`src/rtl/adts_pkg.sv`:
```
// ----------------------------------------------------------------------------
// ADTS deframer package
// Shared constants, controller states, command and status types, and the
// sampling rate table.
// ----------------------------------------------------------------------------
package adts_pkg;

	localparam int HdrMaxBytes = 10;
	localparam int IdxW        = $clog2(HdrMaxBytes);

	localparam logic [7:0] SyncByte  = 8'hFF;
	localparam logic [7:0] SyncMask  = 8'hF6;
	localparam logic [7:0] SyncMatch = 8'hF0;

	typedef logic [7:0] byte_t;

	typedef enum logic [2:0] {
		ST_HUNT,
		ST_SYNC2,
		ST_HEADER,
		ST_EMIT_HDR,
		ST_PAYLOAD,
		ST_TAIL
	} state_t;

	typedef enum logic [1:0] {
		OSEL_HDR,
		OSEL_BYTE,
		OSEL_MERGE,
		OSEL_CARRY
	} osel_t;

	typedef struct packed {
		logic  idx_clr;
		logic  idx_one;
		logic  idx_two;
		logic  idx_inc;
		logic  hdr_wr;
		logic  size_load;
		logic  drop_inc;
		logic  frame_end;
		logic  pay_load;
		logic  pay_dec;
		logic  carry_load;
		logic  strip_latch;
		logic  out_load;
		osel_t out_sel;
		logic  out_last;
	} dp_cmd_t;

	typedef struct packed {
		logic byte_ff;
		logic byte_sync2;
		logic idx_last;
		logic pay_zero;
		logic rem_one;
		logic rem_zero;
		logic strip_now;
		logic id_now;
		logic realign;
		logic out_free;
	} dp_status_t;

	function automatic logic [16:0] rate_hz(input logic [3:0] sri);
		logic [16:0] r;
		unique case (sri)
			4'd0:    r = 17'd96000;
			4'd1:    r = 17'd88200;
			4'd2:    r = 17'd64000;
			4'd3:    r = 17'd48000;
			4'd4:    r = 17'd44100;
			4'd5:    r = 17'd32000;
			4'd6:    r = 17'd24000;
			4'd7:    r = 17'd22050;
			4'd8:    r = 17'd16000;
			4'd9:    r = 17'd12000;
			4'd10:   r = 17'd11025;
			4'd11:   r = 17'd8000;
			4'd12:   r = 17'd7350;
			default: r = 17'd0;
		endcase
		return r;
	endfunction

	// Header length in bytes: 56 or 58 bits, plus 16 with CRC, rounded up.
	function automatic logic [3:0] header_bytes(input logic id, input logic crc);
		logic [3:0] n;
		unique case ({id, crc})
			2'b00: n = 4'd7;
			2'b10: n = 4'd8;
			2'b01: n = 4'd9;
			2'b11: n = 4'd10;
		endcase
		return n;
	endfunction

endpackage

```
`src/rtl/adts_dp.sv`:
```
// ----------------------------------------------------------------------------
// ADTS deframer datapath
// Header store, counters, carry register and output register, driven by
// commands from the controller, plus the configuration register set by cfg_we.
// ----------------------------------------------------------------------------
module adts_dp (
	input  logic                 clk,
	input  logic                 arst_n,
	input  logic                 cfg_we,
	input  logic                 cfg_wdata,
	input  logic [7:0]           in_byte,
	input  logic                 out_stall,
	input  adts_pkg::dp_cmd_t    cmd,
	output adts_pkg::dp_status_t status,
	output logic                 out_valid,
	output logic [7:0]           out_byte,
	output logic                 frame_last,
	output logic                 frame_error,
	output logic [15:0]          dropped_bytes,
	output logic [1:0]           profile,
	output logic [3:0]           sample_rate_index,
	output logic [16:0]          sample_rate_hz,
	output logic [2:0]           channel_config,
	output logic                 id_variant,
	output logic                 has_crc,
	output logic [12:0]          frame_length
);

	adts_pkg::byte_t             hdr_q [adts_pkg::HdrMaxBytes];
	logic [adts_pkg::IdxW-1:0]   idx_q;
	logic [3:0]                  size_q;
	logic [12:0]                 rem_q;
	logic [7:0]                  carry_q;
	logic [15:0]                 drop_q;
	logic                        strip_q;
	logic                        strip_lat_q;
	logic                        out_valid_q;

	logic [12:0]                 len;
	logic                        len_short;
	logic [7:0]                  out_sel_byte;
	logic                        out_free;

	always_comb begin
		if (hdr_q[1][3]) begin
			len = {hdr_q[4], hdr_q[5][7:3]};
		end else begin
			len = {hdr_q[3][1:0], hdr_q[4], hdr_q[5][7:5]};
		end
		len_short = len < {9'd0, size_q};
	end

	assign out_free = !out_valid_q || !out_stall;

	always_comb begin
		status.byte_ff    = in_byte == adts_pkg::SyncByte;
		status.byte_sync2 = (in_byte & adts_pkg::SyncMask) == adts_pkg::SyncMatch;
		status.idx_last   = ({1'b0, idx_q} + 5'd1) >= {1'b0, size_q};
		status.pay_zero   = len <= {9'd0, size_q};
		status.rem_one    = rem_q == 13'd1;
		status.rem_zero   = rem_q == 13'd0;
		status.strip_now  = strip_q;
		status.id_now     = hdr_q[1][3];
		status.realign    = strip_lat_q && hdr_q[1][3];
		status.out_free   = out_free;
	end

	always_comb begin
		unique case (cmd.out_sel)
			adts_pkg::OSEL_HDR:   out_sel_byte = hdr_q[idx_q];
			adts_pkg::OSEL_BYTE:  out_sel_byte = in_byte;
			adts_pkg::OSEL_MERGE: out_sel_byte = carry_q | {6'd0, in_byte[7:6]};
			adts_pkg::OSEL_CARRY: out_sel_byte = carry_q;
		endcase
	end

	always_ff @(posedge clk) begin
		if (cmd.hdr_wr) begin
			hdr_q[idx_q] <= in_byte;
		end
		if (cmd.pay_load) begin
			rem_q <= len - {9'd0, size_q};
		end else if (cmd.pay_dec) begin
			rem_q <= rem_q - 13'd1;
		end
		if (cmd.carry_load) begin
			carry_q <= {in_byte[5:0], 2'b00};
		end
		if (cmd.out_load) begin
			out_byte          <= out_sel_byte;
			frame_last        <= cmd.out_last;
			frame_error       <= len_short;
			dropped_bytes     <= drop_q;
			profile           <= hdr_q[2][7:6];
			sample_rate_index <= hdr_q[2][5:2];
			sample_rate_hz    <= adts_pkg::rate_hz(hdr_q[2][5:2]);
			channel_config    <= {hdr_q[2][0], hdr_q[3][7:6]};
			id_variant        <= hdr_q[1][3];
			has_crc           <= !hdr_q[1][0];
			frame_length      <= len;
		end
	end

	always_ff @(posedge clk or negedge arst_n) begin
		if (!arst_n) begin
			idx_q       <= '0;
			size_q      <= 4'(adts_pkg::HdrMaxBytes);
			drop_q      <= '0;
			strip_q     <= 1'b0;
			strip_lat_q <= 1'b0;
			out_valid_q <= 1'b0;
		end else begin
			if (cfg_we) begin
				strip_q <= cfg_wdata;
			end
			if (cmd.strip_latch) begin
				strip_lat_q <= strip_q;
			end
			priority if (cmd.frame_end || cmd.idx_clr) begin
				idx_q <= '0;
			end else if (cmd.idx_one) begin
				idx_q <= adts_pkg::IdxW'(1);
			end else if (cmd.idx_two) begin
				idx_q <= adts_pkg::IdxW'(2);
			end else if (cmd.idx_inc) begin
				idx_q <= idx_q + adts_pkg::IdxW'(1);
			end
			if (cmd.frame_end) begin
				size_q <= 4'(adts_pkg::HdrMaxBytes);
			end else if (cmd.size_load) begin
				size_q <= adts_pkg::header_bytes(in_byte[3], !in_byte[0]);
			end
			if (cmd.frame_end) begin
				drop_q <= '0;
			end else if (cmd.drop_inc && drop_q != 16'hFFFF) begin
				drop_q <= drop_q + 16'd1;
			end
			if (cmd.out_load) begin
				out_valid_q <= 1'b1;
			end else if (out_free) begin
				out_valid_q <= 1'b0;
			end
		end
	end

	assign out_valid = out_valid_q;

`ifndef SYNTH
	a_idx_range: assert property (@(posedge clk) disable iff (!arst_n)
		idx_q < adts_pkg::IdxW'(adts_pkg::HdrMaxBytes))
		else $error("header index out of range");

	a_size_range: assert property (@(posedge clk) disable iff (!arst_n)
		size_q >= 4'd7 && size_q <= 4'd10)
		else $error("header size out of range");

	a_load_free: assert property (@(posedge clk) disable iff (!arst_n)
		cmd.out_load |-> out_free)
		else $error("output register overwritten while held");
`endif

endmodule

```
`src/rtl/adts_ctrl.sv`:
```
// ----------------------------------------------------------------------------
// ADTS deframer controller
// State machine that hunts sync, captures the header, sequences the header
// burst, the payload and the realignment tail byte.
// ----------------------------------------------------------------------------
module adts_ctrl (
	input  logic                 clk,
	input  logic                 arst_n,
	input  logic                 in_valid,
	output logic                 in_stall,
	input  adts_pkg::dp_status_t status,
	output adts_pkg::dp_cmd_t    cmd
);

	adts_pkg::state_t state_q;
	adts_pkg::state_t state_nxt;
	logic             accept;

	always_ff @(posedge clk or negedge arst_n) begin
		if (!arst_n) begin
			state_q <= adts_pkg::ST_HUNT;
		end else begin
			state_q <= state_nxt;
		end
	end

	always_comb begin
		cmd       = '0;
		state_nxt = state_q;
		in_stall  = 1'b1;
		unique case (state_q)
			adts_pkg::ST_HUNT, adts_pkg::ST_SYNC2,
			adts_pkg::ST_HEADER, adts_pkg::ST_PAYLOAD: in_stall = !status.out_free;
			default: in_stall = 1'b1;
		endcase
		accept = in_valid && !in_stall;

		unique case (state_q)
			adts_pkg::ST_HUNT: begin
				if (accept) begin
					if (status.byte_ff) begin
						cmd.hdr_wr  = 1'b1;
						cmd.idx_one = 1'b1;
						state_nxt   = adts_pkg::ST_SYNC2;
					end else begin
						cmd.drop_inc = 1'b1;
					end
				end
			end
			adts_pkg::ST_SYNC2: begin
				if (accept) begin
					if (status.byte_sync2) begin
						cmd.hdr_wr    = 1'b1;
						cmd.idx_two   = 1'b1;
						cmd.size_load = 1'b1;
						state_nxt     = adts_pkg::ST_HEADER;
					end else if (!status.byte_ff) begin
						cmd.drop_inc = 1'b1;
						cmd.idx_clr  = 1'b1;
						state_nxt    = adts_pkg::ST_HUNT;
					end
				end
			end
			adts_pkg::ST_HEADER: begin
				if (accept) begin
					cmd.hdr_wr = 1'b1;
					if (status.idx_last) begin
						cmd.strip_latch = 1'b1;
						cmd.pay_load    = !status.pay_zero;
						if (!status.strip_now) begin
							cmd.idx_clr = 1'b1;
							state_nxt   = adts_pkg::ST_EMIT_HDR;
						end else if (status.id_now) begin
							cmd.carry_load = 1'b1;
							state_nxt      = status.pay_zero ? adts_pkg::ST_TAIL
							                                 : adts_pkg::ST_PAYLOAD;
						end else if (status.pay_zero) begin
							cmd.frame_end = 1'b1;
							state_nxt     = adts_pkg::ST_HUNT;
						end else begin
							state_nxt = adts_pkg::ST_PAYLOAD;
						end
					end else begin
						cmd.idx_inc = 1'b1;
					end
				end
			end
			adts_pkg::ST_EMIT_HDR: begin
				if (status.out_free) begin
					cmd.out_load = 1'b1;
					cmd.out_sel  = adts_pkg::OSEL_HDR;
					cmd.out_last = status.pay_zero && status.idx_last;
					if (status.idx_last) begin
						if (status.pay_zero) begin
							cmd.frame_end = 1'b1;
							state_nxt     = adts_pkg::ST_HUNT;
						end else begin
							state_nxt = adts_pkg::ST_PAYLOAD;
						end
					end else begin
						cmd.idx_inc = 1'b1;
					end
				end
			end
			adts_pkg::ST_PAYLOAD: begin
				if (accept) begin
					cmd.pay_dec  = 1'b1;
					cmd.out_load = 1'b1;
					if (status.realign) begin
						cmd.out_sel    = adts_pkg::OSEL_MERGE;
						cmd.carry_load = 1'b1;
						if (status.rem_one) begin
							state_nxt = adts_pkg::ST_TAIL;
						end
					end else begin
						cmd.out_sel  = adts_pkg::OSEL_BYTE;
						cmd.out_last = status.rem_one;
						if (status.rem_one) begin
							cmd.frame_end = 1'b1;
							state_nxt     = adts_pkg::ST_HUNT;
						end
					end
				end
			end
			adts_pkg::ST_TAIL: begin
				if (status.out_free) begin
					cmd.out_load  = 1'b1;
					cmd.out_sel   = adts_pkg::OSEL_CARRY;
					cmd.out_last  = 1'b1;
					cmd.frame_end = 1'b1;
					state_nxt     = adts_pkg::ST_HUNT;
				end
			end
			default: begin
				state_nxt = adts_pkg::ST_HUNT;
			end
		endcase
	end

`ifndef SYNTH
	a_payload_nonempty: assert property (@(posedge clk) disable iff (!arst_n)
		state_q == adts_pkg::ST_PAYLOAD |-> !status.rem_zero)
		else $error("payload state entered with nothing left");

	a_burst_no_accept: assert property (@(posedge clk) disable iff (!arst_n)
		(state_q == adts_pkg::ST_EMIT_HDR || state_q == adts_pkg::ST_TAIL) |-> in_stall)
		else $error("request taken during header burst or tail");

	a_tail_from: assert property (@(posedge clk) disable iff (!arst_n)
		$rose(state_q == adts_pkg::ST_TAIL) |-> $past(status.realign || status.strip_now))
		else $error("tail byte outside strip mode");
`endif

endmodule

```
`src/rtl/adts_frame_deframer.sv`:
```
// ----------------------------------------------------------------------------
// ADTS frame deframer
// Finds ADTS frames in a byte stream and emits header and payload bytes with
// the decoded header fields of the current frame.
// ----------------------------------------------------------------------------
// Input channel: one stream byte per request on in_byte, in_valid/in_stall.
// Output channel: one byte per request with frame_last, frame_error, the drop
// count and the header fields, out_valid/out_stall.
// Configuration: cfg_we writes cfg_wdata to strip_header; write it only while
// the block is idle. It is sampled when each header completes.
// Throughput: one input byte per cycle while hunting, capturing the header
// and passing payload, as long as the output is not stalled. With the header
// passed through, the final header byte starts a burst of the whole header,
// 7 to 10 bytes, from the header store, during which the input is stalled;
// in realign mode the frame's tail byte is an extra output from the carry
// register, during which the input is stalled as well.
// Latency: a payload byte appears on the output the cycle after it is taken.
// Reset: returns to hunting for sync, strip_header and the drop count clear.
// Receiver stall: the output register holds, and in_stall is high for as long
// as it holds a result that has not been taken.
// ----------------------------------------------------------------------------
module adts_frame_deframer (
	input  logic        clk,
	input  logic        arst_n,
	input  logic        cfg_we,
	input  logic        cfg_wdata,
	input  logic        in_valid,
	output logic        in_stall,
	input  logic [7:0]  in_byte,
	output logic        out_valid,
	input  logic        out_stall,
	output logic [7:0]  out_byte,
	output logic        frame_last,
	output logic        frame_error,
	output logic [15:0] dropped_bytes,
	output logic [1:0]  profile,
	output logic [3:0]  sample_rate_index,
	output logic [16:0] sample_rate_hz,
	output logic [2:0]  channel_config,
	output logic        id_variant,
	output logic        has_crc,
	output logic [12:0] frame_length
);

	adts_pkg::dp_cmd_t    cmd;
	adts_pkg::dp_status_t status;

	adts_ctrl u_ctrl (
		.clk      (clk),
		.arst_n   (arst_n),
		.in_valid (in_valid),
		.in_stall (in_stall),
		.status   (status),
		.cmd      (cmd)
	);

	adts_dp u_dp (
		.clk               (clk),
		.arst_n            (arst_n),
		.cfg_we            (cfg_we),
		.cfg_wdata         (cfg_wdata),
		.in_byte           (in_byte),
		.out_stall         (out_stall),
		.cmd               (cmd),
		.status            (status),
		.out_valid         (out_valid),
		.out_byte          (out_byte),
		.frame_last        (frame_last),
		.frame_error       (frame_error),
		.dropped_bytes     (dropped_bytes),
		.profile           (profile),
		.sample_rate_index (sample_rate_index),
		.sample_rate_hz    (sample_rate_hz),
		.channel_config    (channel_config),
		.id_variant        (id_variant),
		.has_crc           (has_crc),
		.frame_length      (frame_length)
	);

endmodule
```
`config.mk`:
```
export PLATFORM = sky130hd
export DESIGN_NAME = adts_frame_deframer
export DESIGN_NICKNAME = d
export VERILOG_FILES = /design/src/rtl/adts_pkg.sv /design/src/rtl/adts_dp.sv /design/src/rtl/adts_ctrl.sv /design/src/rtl/adts_frame_deframer.sv
export SDC_FILE = /design/constraint.sdc
export NUM_CORES = 1
export LEC_CHECK = 0
export CORE_MARGIN = 4
export CORE_UTILIZATION = 40
export CTS_CLUSTER_SIZE = 20
export DETAILED_ROUTE_END_ITERATION = 7
export DONT_BUFFER_PORTS = 1
export GPL_ROUTABILITY_DRIVEN = 0
export GPL_TIMING_DRIVEN = 0
export PLACE_DENSITY = 0.65
export SLEW_MARGIN = 10
export SYNTH_ARGS = -nofsm -noshare
export SYNTH_HDL_FRONTEND = slang
export SYNTH_SLANG_ARGS = --single-unit
```
`constraint.sdc`:
```
create_clock -name clk -period 6.5 [get_ports clk]
set_input_delay 0 -clock clk [delete_from_list [all_inputs] [get_ports clk]]
set_output_delay 0 -clock clk [all_outputs]
set_load 0.1 [all_outputs]
```
==> results.json, run 1 <==
{
  "fin_area_sq_um": 12500,
  "fill_cells": 2294,
  "areaGrowthSynthToFinish_pct": 14.1,
  "synth_xor_area_frac": 0.0311,
  "num_rows": 60,
  "cp_max_fo": 13,
  "reg2reg_from": "u_dp.idx_q[1]$_DFFE_PN0P_",
  "crit_chain": "clkbuf_1 > buf_2 > buf_2 > inv_1 > ha_1 > ha_1 > a211o_1 > a21boi_0 > nor3_2 > or2_2",
  "nNetsFinal": 822,
  "routed_wl_microns": 24100,
  "power_density_nw_per_um2": 272,
  "clkLatencyLatePin_ns": 0.54,
  "placed_cells": 1081,
  "status": "finished, final reports clean",
  "synth_top_family_by_area": "multiplexers",
  "htree_levels": 1,
  "grt_max_degree": 30,
  "drv_cap": 0,
  "cts_tree": "done",
  "dieWidth_microns": 174,
  "detail-route-antenna-nets": 0,
  "critPathRequiredTime_ns": 6.74,
  "crit_type": "flop to flop",
  "finalCriticalPeriod_ns": 4.13,
  "crit_end": "u_dp.rem_q[9]$_DFFE_PP_",
  "crit_buf_inv": 4,
  "wl_per_cell_microns": 21.1,
  "max_freq_ghz": 0.242,
  "seq_area_frac_synth": 0.653,
  "final_common_cell": "edfxtp_1",
  "ys_warn_count": 0,
  "ir_drop_uv": 212,
  "clk_pin_slew_ns": 0.06,
  "skew_ns": 0.0108,
  "arrival_ns": 4.37,
  "reg2reg_to": "u_dp.rem_q[9]$_DFFE_PP_",
  "core_sq_um": 27000,
  "numCtsBuffers": 26,
  "crit_slowest_cell": "a21boi_0",
  "post-cts-setup-buffer-count": 0,
  "via_per_inst": 5.58,
  "num_vias": 6371,
  "crit_family": "buffers and inverters",
  "crit_path_end_kind": "flop",
  "fin_cells": 1142,
  "pin_count": 83,
  "syn_inst": 736,
  "reg2regPathDepth": 10,
  "gr-total-overflow": 0,
  "clk_path_buf_depth": 3,
  "synth_nets": 775,
  "grt_pass1_vias": 6212,
  "power_w": 0.00341,
  "synth-compound-area-share": 0.0582,
  "setup_viol": 0,
  "hold_viol": 0,
  "setup_ws_ns": 2.37,
  "timing_max_transition_violations_final": 0,
  "die_h_microns": 174,
  "drt_pass1_iterations": 5,
  "synth.distinct_cells": 60,
  "synth_edf_count": 214,
  "muxShareOfSynthArea": 0.106,
  "hpwl_microns": 16100,
  "drt_iter0_drc": 582,
  "grt_pass1_wl_microns": 37300,
  "mostFrequentLayoutCells": "edfxtp_1 (214), nor2_1 (60), mux4_2 (41)",
  "drc": 0,
  "synth_fa_ha_area_frac": 0.0292,
  "tns_ns": 0,
  "portBuffers": 0,
  "worst-path-stages": 10,
  "cts_root_buf": "clkbuf_16",
  "async_flop_share": 0.123,
  "synth_seq_cells": 244,
  "antenna_found_initial": 0,
  "worstMarginPinSlew_ns": 1.06,
  "relSlewSlack": 0.291,
  "rsz0062_at_grt": "false",
  "post-route-period-util": 0.636,
  "p_leak_nw": 4.31,
  "worstHoldPathType": "primary input to asynchronous set/reset pin",
  "layout-drive-gt1-share": 0.167,
  "synthSimpleGateAreaFrac": 0.0983,
  "initial_core_util": 0.408,
  "ys.flop_type": "edfxtp_1",
  "cts_sinks": 244,
  "startpoint_type": "flop",
  "crit_path_max_incr_delay_ns": 0.52,
  "crit_path_start": "u_dp.idx_q[1]$_DFFE_PN0P_",
  "r2r_slack_ns": 2.37,
  "groute.usage.overall": 0.157,
  "syn_avg_cell_area_sq_um": 14.9,
  "dieArea_sq_um": 30200,
  "diodes": 0,
  "syn_area_sq_um": 11000,
  "dpl_worst_slack_ns": 2.31,
  "placed_area_sq_um": 11500
}
state kept, by name, summed over array words and instances, names as in the netlist, 2 cells and up:
register,count
u_dp.profile,2
u_dp.out_byte,8
u_dp.frame_length,13
u_dp.size_q,4
u_ctrl.state_q,3
u_dp.idx_q,4
u_dp.hdr_q,128
u_dp.drop_q,16
u_dp.dropped_bytes,16
u_dp.sample_rate_hz,17
u_dp.carry_q,6
u_dp.channel_config,3
u_dp.rem_q,13
u_dp.sample_rate_index,4
worst min path at each step:
stage | slack (ns) | cells after the start | end
5_1_grt | 0.04 | 2 | u_dp.size_q[3]$_DFFE_PN1P_
6_report | 0.03 | 3 | u_ctrl.state_q[2]$_DFFE_PN0P_
2_1_floorplan | -0.30 | 0 | u_ctrl.state_q[0]$_DFFE_PN0P_
3_5_place_dp | -0.29 | 0 | u_dp.strip_q$_DFFE_PN0P_
3_3_place_gp | -0.29 | 0 | u_dp.strip_q$_DFFE_PN0P_
4_1_cts | 0.002 | 3 | u_dp.strip_q$_DFFE_PN0P_
final cells by class:
class	count	area, sq um	share of cell area
multi-input cells	434	3580	0.286
well taps	341	427	0.0340
repair buffers	19	233	0.0186
flip-flops and latches	244	7180	0.573
clock buffers	33	708	0.0565
inverters	26	97.6	0.00779
plain buffers	32	159	0.0127
clock inverters	13	148	0.0118
logic make-up (layout without fill, tap and decap cells):
group | count (synthesis) | count (layout)
xor+xnor | 39 | 39
buf+inv | 58 | 123
flops | 244 | 244
fa+ha+maj | 25 | 25
mux | 64 | 64
compound gates | 99 | 99
simple gates | 207 | 207
per-layer routing:
metal / global-route usage / vias up / wire (microns)
met1: 0.224 / 3228 / 10600
li1: - / 2915 / -
met4: 0.0422 / 0 / 525
met5: 0 / - / 0
met3: 0.0231 / 37 / 1320
met2: 0.253 / 191 / 11700
per-stage QoR:
stage / utilization / hold slack, ns
floorplan: - / -0.296
global placement: 0.423 / -0.295
detailed placement: 0.427 / -0.295
CTS: 0.465 / 0.00231
global route: 0.465 / 0.0359
finish: 0.465 / 0.0346
where the power goes:
part | internal, W | switching (W)
Sequential | 0.00173 | 0.000130
Clock | 0.000855 | 0.000607
Combinational | 0.0000262 | 0.0000590
Total | 0.00261 | 0.000796
cell usage after synthesis (all sizes together) (10+ instances only):
cell / number / area share
a21oi: 26 / 0.012
buf: 15 / 0.0087
clkbuf: 17 / 0.0058
dfrtp: 28 / 0.064
edfxtp: 214 / 0.58
ha: 24 / 0.027
inv: 26 / 0.0089
mux2: 13 / 0.013
mux2i: 10 / 0.0091
mux4: 41 / 0.084
nand2: 38 / 0.013
nand3: 21 / 0.0096
nor2: 62 / 0.022
nor3: 24 / 0.012
nor4: 13 / 0.010
o21ai: 24 / 0.011
xnor2: 27 / 0.022
xor2: 12 / 0.0096
worst reg2reg max path, delay by kind of cell, from the launching register on:
family,cells,cell delay [ns]
buffers and inverters,4,1.32
DFF,1,0.38
adders and majority gates,2,0.61
and+or+nand+nor,2,0.68
AOI/OAI and AO/OA,2,0.82
repair_timing:
action	in CTS	in global routing
hold buffers	15	0
hold endpoints to repair	187	0
resized for setup	0	0
Note: power is estimated with default switching activity, not from simulation.
==> run 2: changes to the inputs <==
--- a/config.mk
+++ b/config.mk
@@ -12,7 +12,7 @@
 export DONT_BUFFER_PORTS = 1
 export GPL_ROUTABILITY_DRIVEN = 0
 export GPL_TIMING_DRIVEN = 0
-export PLACE_DENSITY = 0.65
+export PLACE_DENSITY = 0.67
 export SLEW_MARGIN = 10
 export SYNTH_ARGS = -nofsm -noshare
 export SYNTH_HDL_FRONTEND = slang
==> constraint.sdc (replaced) <==
create_clock -name clk -period 3.61 [get_ports clk]
set_input_delay 0 -clock clk [delete_from_list [all_inputs] [get_ports clk]]
set_output_delay 0 -clock clk [all_outputs]
set_load 0.1 [all_outputs]
==> results.json, run 2 (synthesis gave the netlist of run 1 again) <==
{
  "status": "finished, final reports clean",
  "routed_wl_microns": 24100,
  "p_leak_nw": 4.33,
  "htree_levels": 1,
  "clk_path_buf_depth": 3,
  "grt_max_degree": 30,
  "num_rows": 60,
  "worstMarginPinSlew_ns": 1.08,
  "drv_cap": 0,
  "timing_max_transition_violations_final": 0,
  "die_h_microns": 174,
  "initial_core_util": 0.408,
  "drt_pass1_iterations": 5,
  "top_regs": "u_dp.hdr_q (128), u_dp.sample_rate_hz (17)",
  "mostFrequentLayoutCells": "edfxtp_1 (214), nor2_1 (60), mux4_2 (41)",
  "ir_drop_uv": 481,
  "layout-drive-gt1-share": 0.178,
  "detail-route-antenna-nets": 0,
  "crit_type": "flop to flop",
  "antenna_found_initial": 1,
  "diodes": 0,
  "final_core_util": 0.467,
  "core_sq_um": 27000,
  "setup_viol": 0,
  "numCtsBuffers": 25,
  "cts_tree": "done",
  "post-cts-setup-buffer-count": 0,
  "crit_path_end_kind": "flop",
  "worstHoldPathType": "primary input to flop",
  "portBuffers": 0,
  "wl_per_cell_microns": 21.1,
  "startpoint_type": "flop",
  "grt_pass1_vias": 6174,
  "skew_ns": 0.0159,
  "drt_iter0_drc": 572,
  "cp_max_fo": 10,
  "final_common_cell": "edfxtp_1",
  "finalCriticalPeriod_ns": 3.38,
  "relSlewSlack": 0.280,
  "fill_cells": 2313,
  "power_density_nw_per_um2": 494,
  "cts_root_buf": "clkbuf_16",
  "cts_sinks": 244,
  "areaGrowthSynthToFinish_pct": 14.6,
  "max_freq_ghz": 0.296,
  "dieWidth_microns": 174,
  "hold_viol": 0,
  "hold_ws_ns": 0.0264,
  "arrival_ns": 3.65,
  "tns_ns": 0,
  "top_register": "u_dp.hdr_q",
  "clk_pin_slew_ns": 0.06,
  "rsz0062_at_grt": "false",
  "post-route-period-util": 0.937,
  "dieArea_sq_um": 30200,
  "hpwl_microns": 16000,
  "critPathRequiredTime_ns": 3.88,
  "pin_count": 83,
  "largest_reg_flops": 128,
  "via_per_inst": 5.55,
  "clkLatencyLatePin_ns": 0.54,
  "drc": 0,
  "groute.usage.overall": 0.157,
  "nNetsFinal": 820,
  "gr-total-overflow": 0,
  "grt_pass1_wl_microns": 37500,
  "num_vias": 6330
}
-- run 2: changes by cell type in the layout (fill, tap and decap cells not counted), sizes merged --
cell	delta
clkinv	+1
clkbuf	-4
bufinv	+3
buf	-3
dlygate4sd3	+1
-- run 2: power breakdown --
| group | internal, W | switching (W) | total (W) |
|---|---|---|---|
| Clock | 0.00164 | 0.00108 | 0.00272 |
| Combinational | 0.0000488 | 0.000106 | 0.000155 |
| Sequential | 0.00312 | 0.000235 | 0.00335 |
-- run 2: worst paths after layout --
check / start / end / slack (ns) / depth (start not counted)
max in group asynchronous: arst_n / u_dp.drop_q[8]$_DFFE_PN0P_ / 3.41 / 3
worst min-delay path: in_byte[2] / u_dp.idx_q[0]$_DFFE_PN0P_ / 0.03 / 4
min in group asynchronous: arst_n / u_dp.drop_q[13]$_DFFE_PN0P_ / 0.04 / 3
worst min register to register: u_dp.hdr_q[2][5]$_DFFE_PP_ / u_dp.sample_rate_index[3]$_DFFE_PP_ / 0.44 / 0
worst max register to register: u_dp.idx_q[1]$_DFFE_PN0P_ / u_dp.rem_q[2]$_DFFE_PP_ / 0.23 / 12
worst max-delay path: u_dp.idx_q[1]$_DFFE_PN0P_ / u_dp.rem_q[2]$_DFFE_PP_ / 0.23 / 12
-- run 2: layout make-up --
cell class              count  area [sq um]  share of cell area
flip-flops and latches    244          7180               0.570
multi-input cells         434          3620               0.287
clock buffers              28           637              0.0506
well taps                 341           427              0.0339
repair buffers             19           235              0.0187
clock inverters            17           230              0.0183
plain buffers              31           164              0.0130
inverters                  26          97.6             0.00775
-- run 2: what timing repair did --
item	CTS	global route
cloned	0	0
gates resized for setup	6	9
endpoints found under the setup margin	61	46
pin swaps	0	0
hold buffers	16	0
hold endpoints to repair	186	0
-- run 2: routing by layer --
layer,share of wire,wire [microns],global-route usage,up-vias
li1,-,-,-,2914
met1,0.45,10900,0.226,3215
met2,0.49,11800,0.257,164
met3,0.044,1060,0.0233,35
met4,0.015,367,0.0320,2
met5,0.00054,13,0,-
-- run 2: critical path: stages, from the launching register on --
cell	delay [ns]
dfrtp_1	0.39
clkbuf_2	0.29
buf_2	0.32
buf_4	0.27
inv_1	0.10
ha_1	0.31
ha_1	0.30
a211o_1	0.31
a21boi_2	0.31
nor3_4	0.12
buf_2	0.21
nand3_1	0.09
o21ai_0	0.09
-- run 2: metrics by stage --
step / instances / cell area (sq um) / worst slack [ns] / power [W]
2_1_floorplan: 736 / 11000 / 0.106 / 0.00348
3_3_place_gp: 1077 / 11400 / -0.968 / 0.00350
3_5_place_dp: 1080 / 11500 / -0.575 / 0.00351
4_1_cts: 1140 / 12600 / 0.0433 / 0.00627
5_1_grt: 1140 / 12600 / 0.0109 / 0.00641
6_report: 1140 / 12600 / 0.228 / 0.00622
==> run 3: changes to the inputs <==
--- a/config.mk
+++ b/config.mk
@@ -5,6 +5,7 @@
 export SDC_FILE = /design/constraint.sdc
 export NUM_CORES = 1
 export LEC_CHECK = 0
+export ABC_AREA = 1
 export CORE_MARGIN = 4
 export CORE_UTILIZATION = 40
 export CTS_CLUSTER_SIZE = 20
==> results.json, run 3 <==
{
  "gr-total-overflow": 0,
  "dieWidth_microns": 177,
  "tns_ns": 0,
  "rsz0062_at_grt": "false",
  "p_leak_nw": 4.83,
  "synth_edf_count": 214,
  "crit_type": "flop to flop",
  "final_core_util": 0.464,
  "post-cts-setup-buffer-count": 0,
  "detail-route-antenna-nets": 0,
  "syn_area_sq_um": 11400,
  "crit_chain": "buf_2 > inv_1 > clkbuf_4 > ha_1 > ha_1 > nand2_1 > inv_1 > nand4_1 > nand3_2 > nand2_1 > nor2_4 > inv_2 > buf_2 > nand2_4",
  "areaGrowthSynthToFinish_pct": 14.1,
  "layout-drive-gt1-share": 0.111,
  "p_int_w": 0.00488,
  "ys_top_cells_by_count": "edfxtp_1 (214), nand2_1 (185), nor2_1 (138)",
  "critPathRequiredTime_ns": 3.85,
  "skew_ns": 0.0148,
  "grt_pass1_wl_microns": 43300,
  "status": "finished, final reports clean",
  "relSlewSlack": 0.224,
  "via_per_inst": 5.29,
  "placed_area_sq_um": 11900,
  "seq_area_frac_synth": 0.631,
  "multi_input_area_sq_um": 3730,
  "portBuffers": 0,
  "worstHoldPathType": "primary input to flop",
  "top_regs": "u_dp.hdr_q (128), u_dp.sample_rate_hz (17)",
  "crit_path_end_kind": "flop",
  "yosysMostFrequentCell": "edfxtp_1",
  "gr-usage-met2": 0.286,
  "hpwl_microns": 19200,
  "p_clk_frac": 0.384,
  "setup_ws_ns": 0.222,
  "synth_nets": 1092,
  "seqCellArea_sq_um": 7180,
  "drt_iter0_drc": 800,
  "clkLatencyLatePin_ns": 0.55,
  "crit_path_max_incr_delay_ns": 0.47,
  "hold-path-endpoint": "u_dp.idx_q[0]$_DFFE_PN0P_",
  "routed_wl_microns": 28000,
  "arrival_ns": 3.63,
  "nNetsFinal": 1138,
  "fin_area_sq_um": 13000,
  "yosysTopAreaCellShare": 0.565,
  "drv_cap": 0,
  "ys.flop_type": "edfxtp_1",
  "hold_viol": 0,
  "numCtsBuffers": 27,
  "diodes": 0,
  "fin_cells": 1494,
  "async_flop_share": 0.123,
  "synth_seq_cells": 244,
  "top_register": "u_dp.hdr_q",
  "yosysTopAreaCell": "edfxtp_1",
  "reg2reg_to": "u_dp.rem_q[7]$_DFFE_PP_",
  "synthTopCellsByArea": "edfxtp_1 (57%), dfrtp_1 (6.2%), nand2_1 (6.1%), o21ai_0 (5.0%), nor2_1 (4.6%)",
  "power_density_nw_per_um2": 522,
  "pin_count": 83,
  "clk_pin_slew_ns": 0.06,
  "fill_cells": 2594,
  "core_sq_um": 27900,
  "htree_levels": 1,
  "holdCritStartpoint": "in_byte[2]",
  "worstMarginPinSlew_ns": 1.15,
  "drt_pass1_iterations": 5,
  "post-route-period-util": 0.939,
  "setup_viol": 0,
  "reg2regPathDepth": 14,
  "drc": 0,
  "placed_cells": 1434,
  "max_freq_ghz": 0.295,
  "dpl_worst_slack_ns": -0.451,
  "finalCriticalPeriod_ns": 3.39,
  "cts_tree": "done",
  "grt.busiest_layer": "met2",
  "syn_inst": 1053,
  "syn_avg_cell_area_sq_um": 10.8,
  "startpoint_type": "flop",
  "p_comb_frac": 0.097,
  "reg2reg_from": "u_dp.idx_q[0]$_DFFE_PN0P_",
  "cp_max_fo": 20,
  "ir_drop_uv": 326,
  "p_seq_frac": 0.519,
  "groute.usage.overall": 0.178,
  "num_rows": 61,
  "dieArea_sq_um": 31200,
  "min_delay_path_depth": 8,
  "grt_max_degree": 29,
  "r2r_slack_ns": 0.22,
  "cts_sinks": 244,
  "die_h_microns": 177,
  "wl_per_cell_microns": 18.8,
  "synth.distinct_cells": 50,
  "clk_path_buf_depth": 3,
  "cts_root_buf": "clkbuf_16",
  "crit_slowest_cell": "dfrtp_1",
  "num_vias": 7910,
  "largest_reg_flops": 128,
  "final_common_cell": "edfxtp_1",
  "initial_core_util": 0.407,
  "use_met1": 0.240,
  "p_sw_w": 0.00190,
  "grt_pass1_vias": 7589,
  "grtUsageMet3": 0.0422,
  "antenna_found_initial": 3,
  "switching_share": 0.280,
  "mostFrequentLayoutCells": "edfxtp_1 (214), nand2_1 (184), nor2_1 (138)",
  "ys_warn_count": 0,
  "timing_max_transition_violations_final": 0
}
==> run 3: cell count changes in the layout (fill, tap and decap cells not counted), moves of 9 or more <==
cell	change
mux4_2	-41
nor2_1	+78
nand3_1	+9
o21ai_0	+87
a21oi_1	+9
inv_1	+55
nand2_1	+146
nand2_2	+11
nand2b_1	-9
mux2_2	-13
xnor2_1	-16
o22ai_1	+18
o21ai_1	+10
==> run 3: area by class of cell <==
cell class / instances / share of cell area
multi-input cells: 686 / 0.287
repair buffers: 19 / 0.0197
plain buffers: 29 / 0.0115
clock buffers: 37 / 0.0597
clock inverters: 9 / 0.00492
flip-flops and latches: 244 / 0.553
well taps: 378 / 0.0365
inverters: 92 / 0.0269
==> run 3: worst max-delay path: cells and delay by family, from the launching register on <==
kind,cells,cell delay (ns)
buffers and inverters,6,1.00
and+or+nand+nor,6,0.89
DFF,1,0.47
adders and majority gates,2,0.70
==> run 3: what timing repair did <==
action	4_1_cts	5_1_grt
gates cloned	0	0
endpoints found under the hold margin	186	2
resized for setup	3	7
setup endpoints to repair	23	20
hold buffers	15	1
==> run 3: per-stage QoR <==
step / power [W] / hold WS, ns
floorplan: 0.00399 / -0.296
global placement: 0.00414 / -0.295
detailed placement: 0.00417 / -0.295
CTS: 0.00682 / 0.00698
global route: 0.00703 / 0.112
finish: 0.00678 / 0.0636
==> run 3: cells by family (layout without fill, tap and decap cells) <==
group,after synthesis,count (layout),share of synthesized area
AND/OR/NAND/NOR,423,423,0.171
flip-flops,244,244,0.631
AO/OA/AOI/OAI,210,210,0.104
buffers and inverters,123,186,0.0436
XOR/XNOR,27,27,0.0208
adder cells (fa/ha/maj),25,25,0.0282
multiplexers,1,1,0.000880
==> run 3: worst max path at each step <==
stage	slack, ns	to	start	cells past startpoint
after floorplan	0.21	u_dp.channel_config[0]$_DFFE_PP_	u_dp.out_valid$_DFFE_PN0P_	3
after global placement	-0.90	u_dp.channel_config[1]$_DFFE_PP_	u_dp.out_valid$_DFFE_PN0P_	3
after detailed placement	-0.45	u_dp.rem_q[9]$_DFFE_PP_	u_dp.idx_q[0]$_DFFE_PN0P_	15
after CTS	0.11	u_dp.rem_q[3]$_DFFE_PP_	u_dp.idx_q[0]$_DFFE_PN0P_	14
after global routing	0.008	u_dp.hdr_q[7][3]$_DFFE_PP_	in_byte[0]	9
final	0.22	u_dp.rem_q[7]$_DFFE_PP_	u_dp.idx_q[0]$_DFFE_PN0P_	14
==> run 3: routing by layer <==
layer | vias up | share of wire
met5 | - | 0.0012
met4 | 6 | 0.029
met3 | 83 | 0.083
met2 | 314 | 0.47
met1 | 3751 | 0.42
li1 | 3756 | -
==> run 3: power by group through the flow <==
stage	Combinational, W	Clock (W)	Sequential (W)
global route	0.000729	0.00278	0.00353
global placement	0.000566	0	0.00358
detailed placement	0.000593	0	0.00358
floorplan	0.000440	0	0.00355
CTS	0.000653	0.00265	0.00352
finish	0.000656	0.00260	0.00352
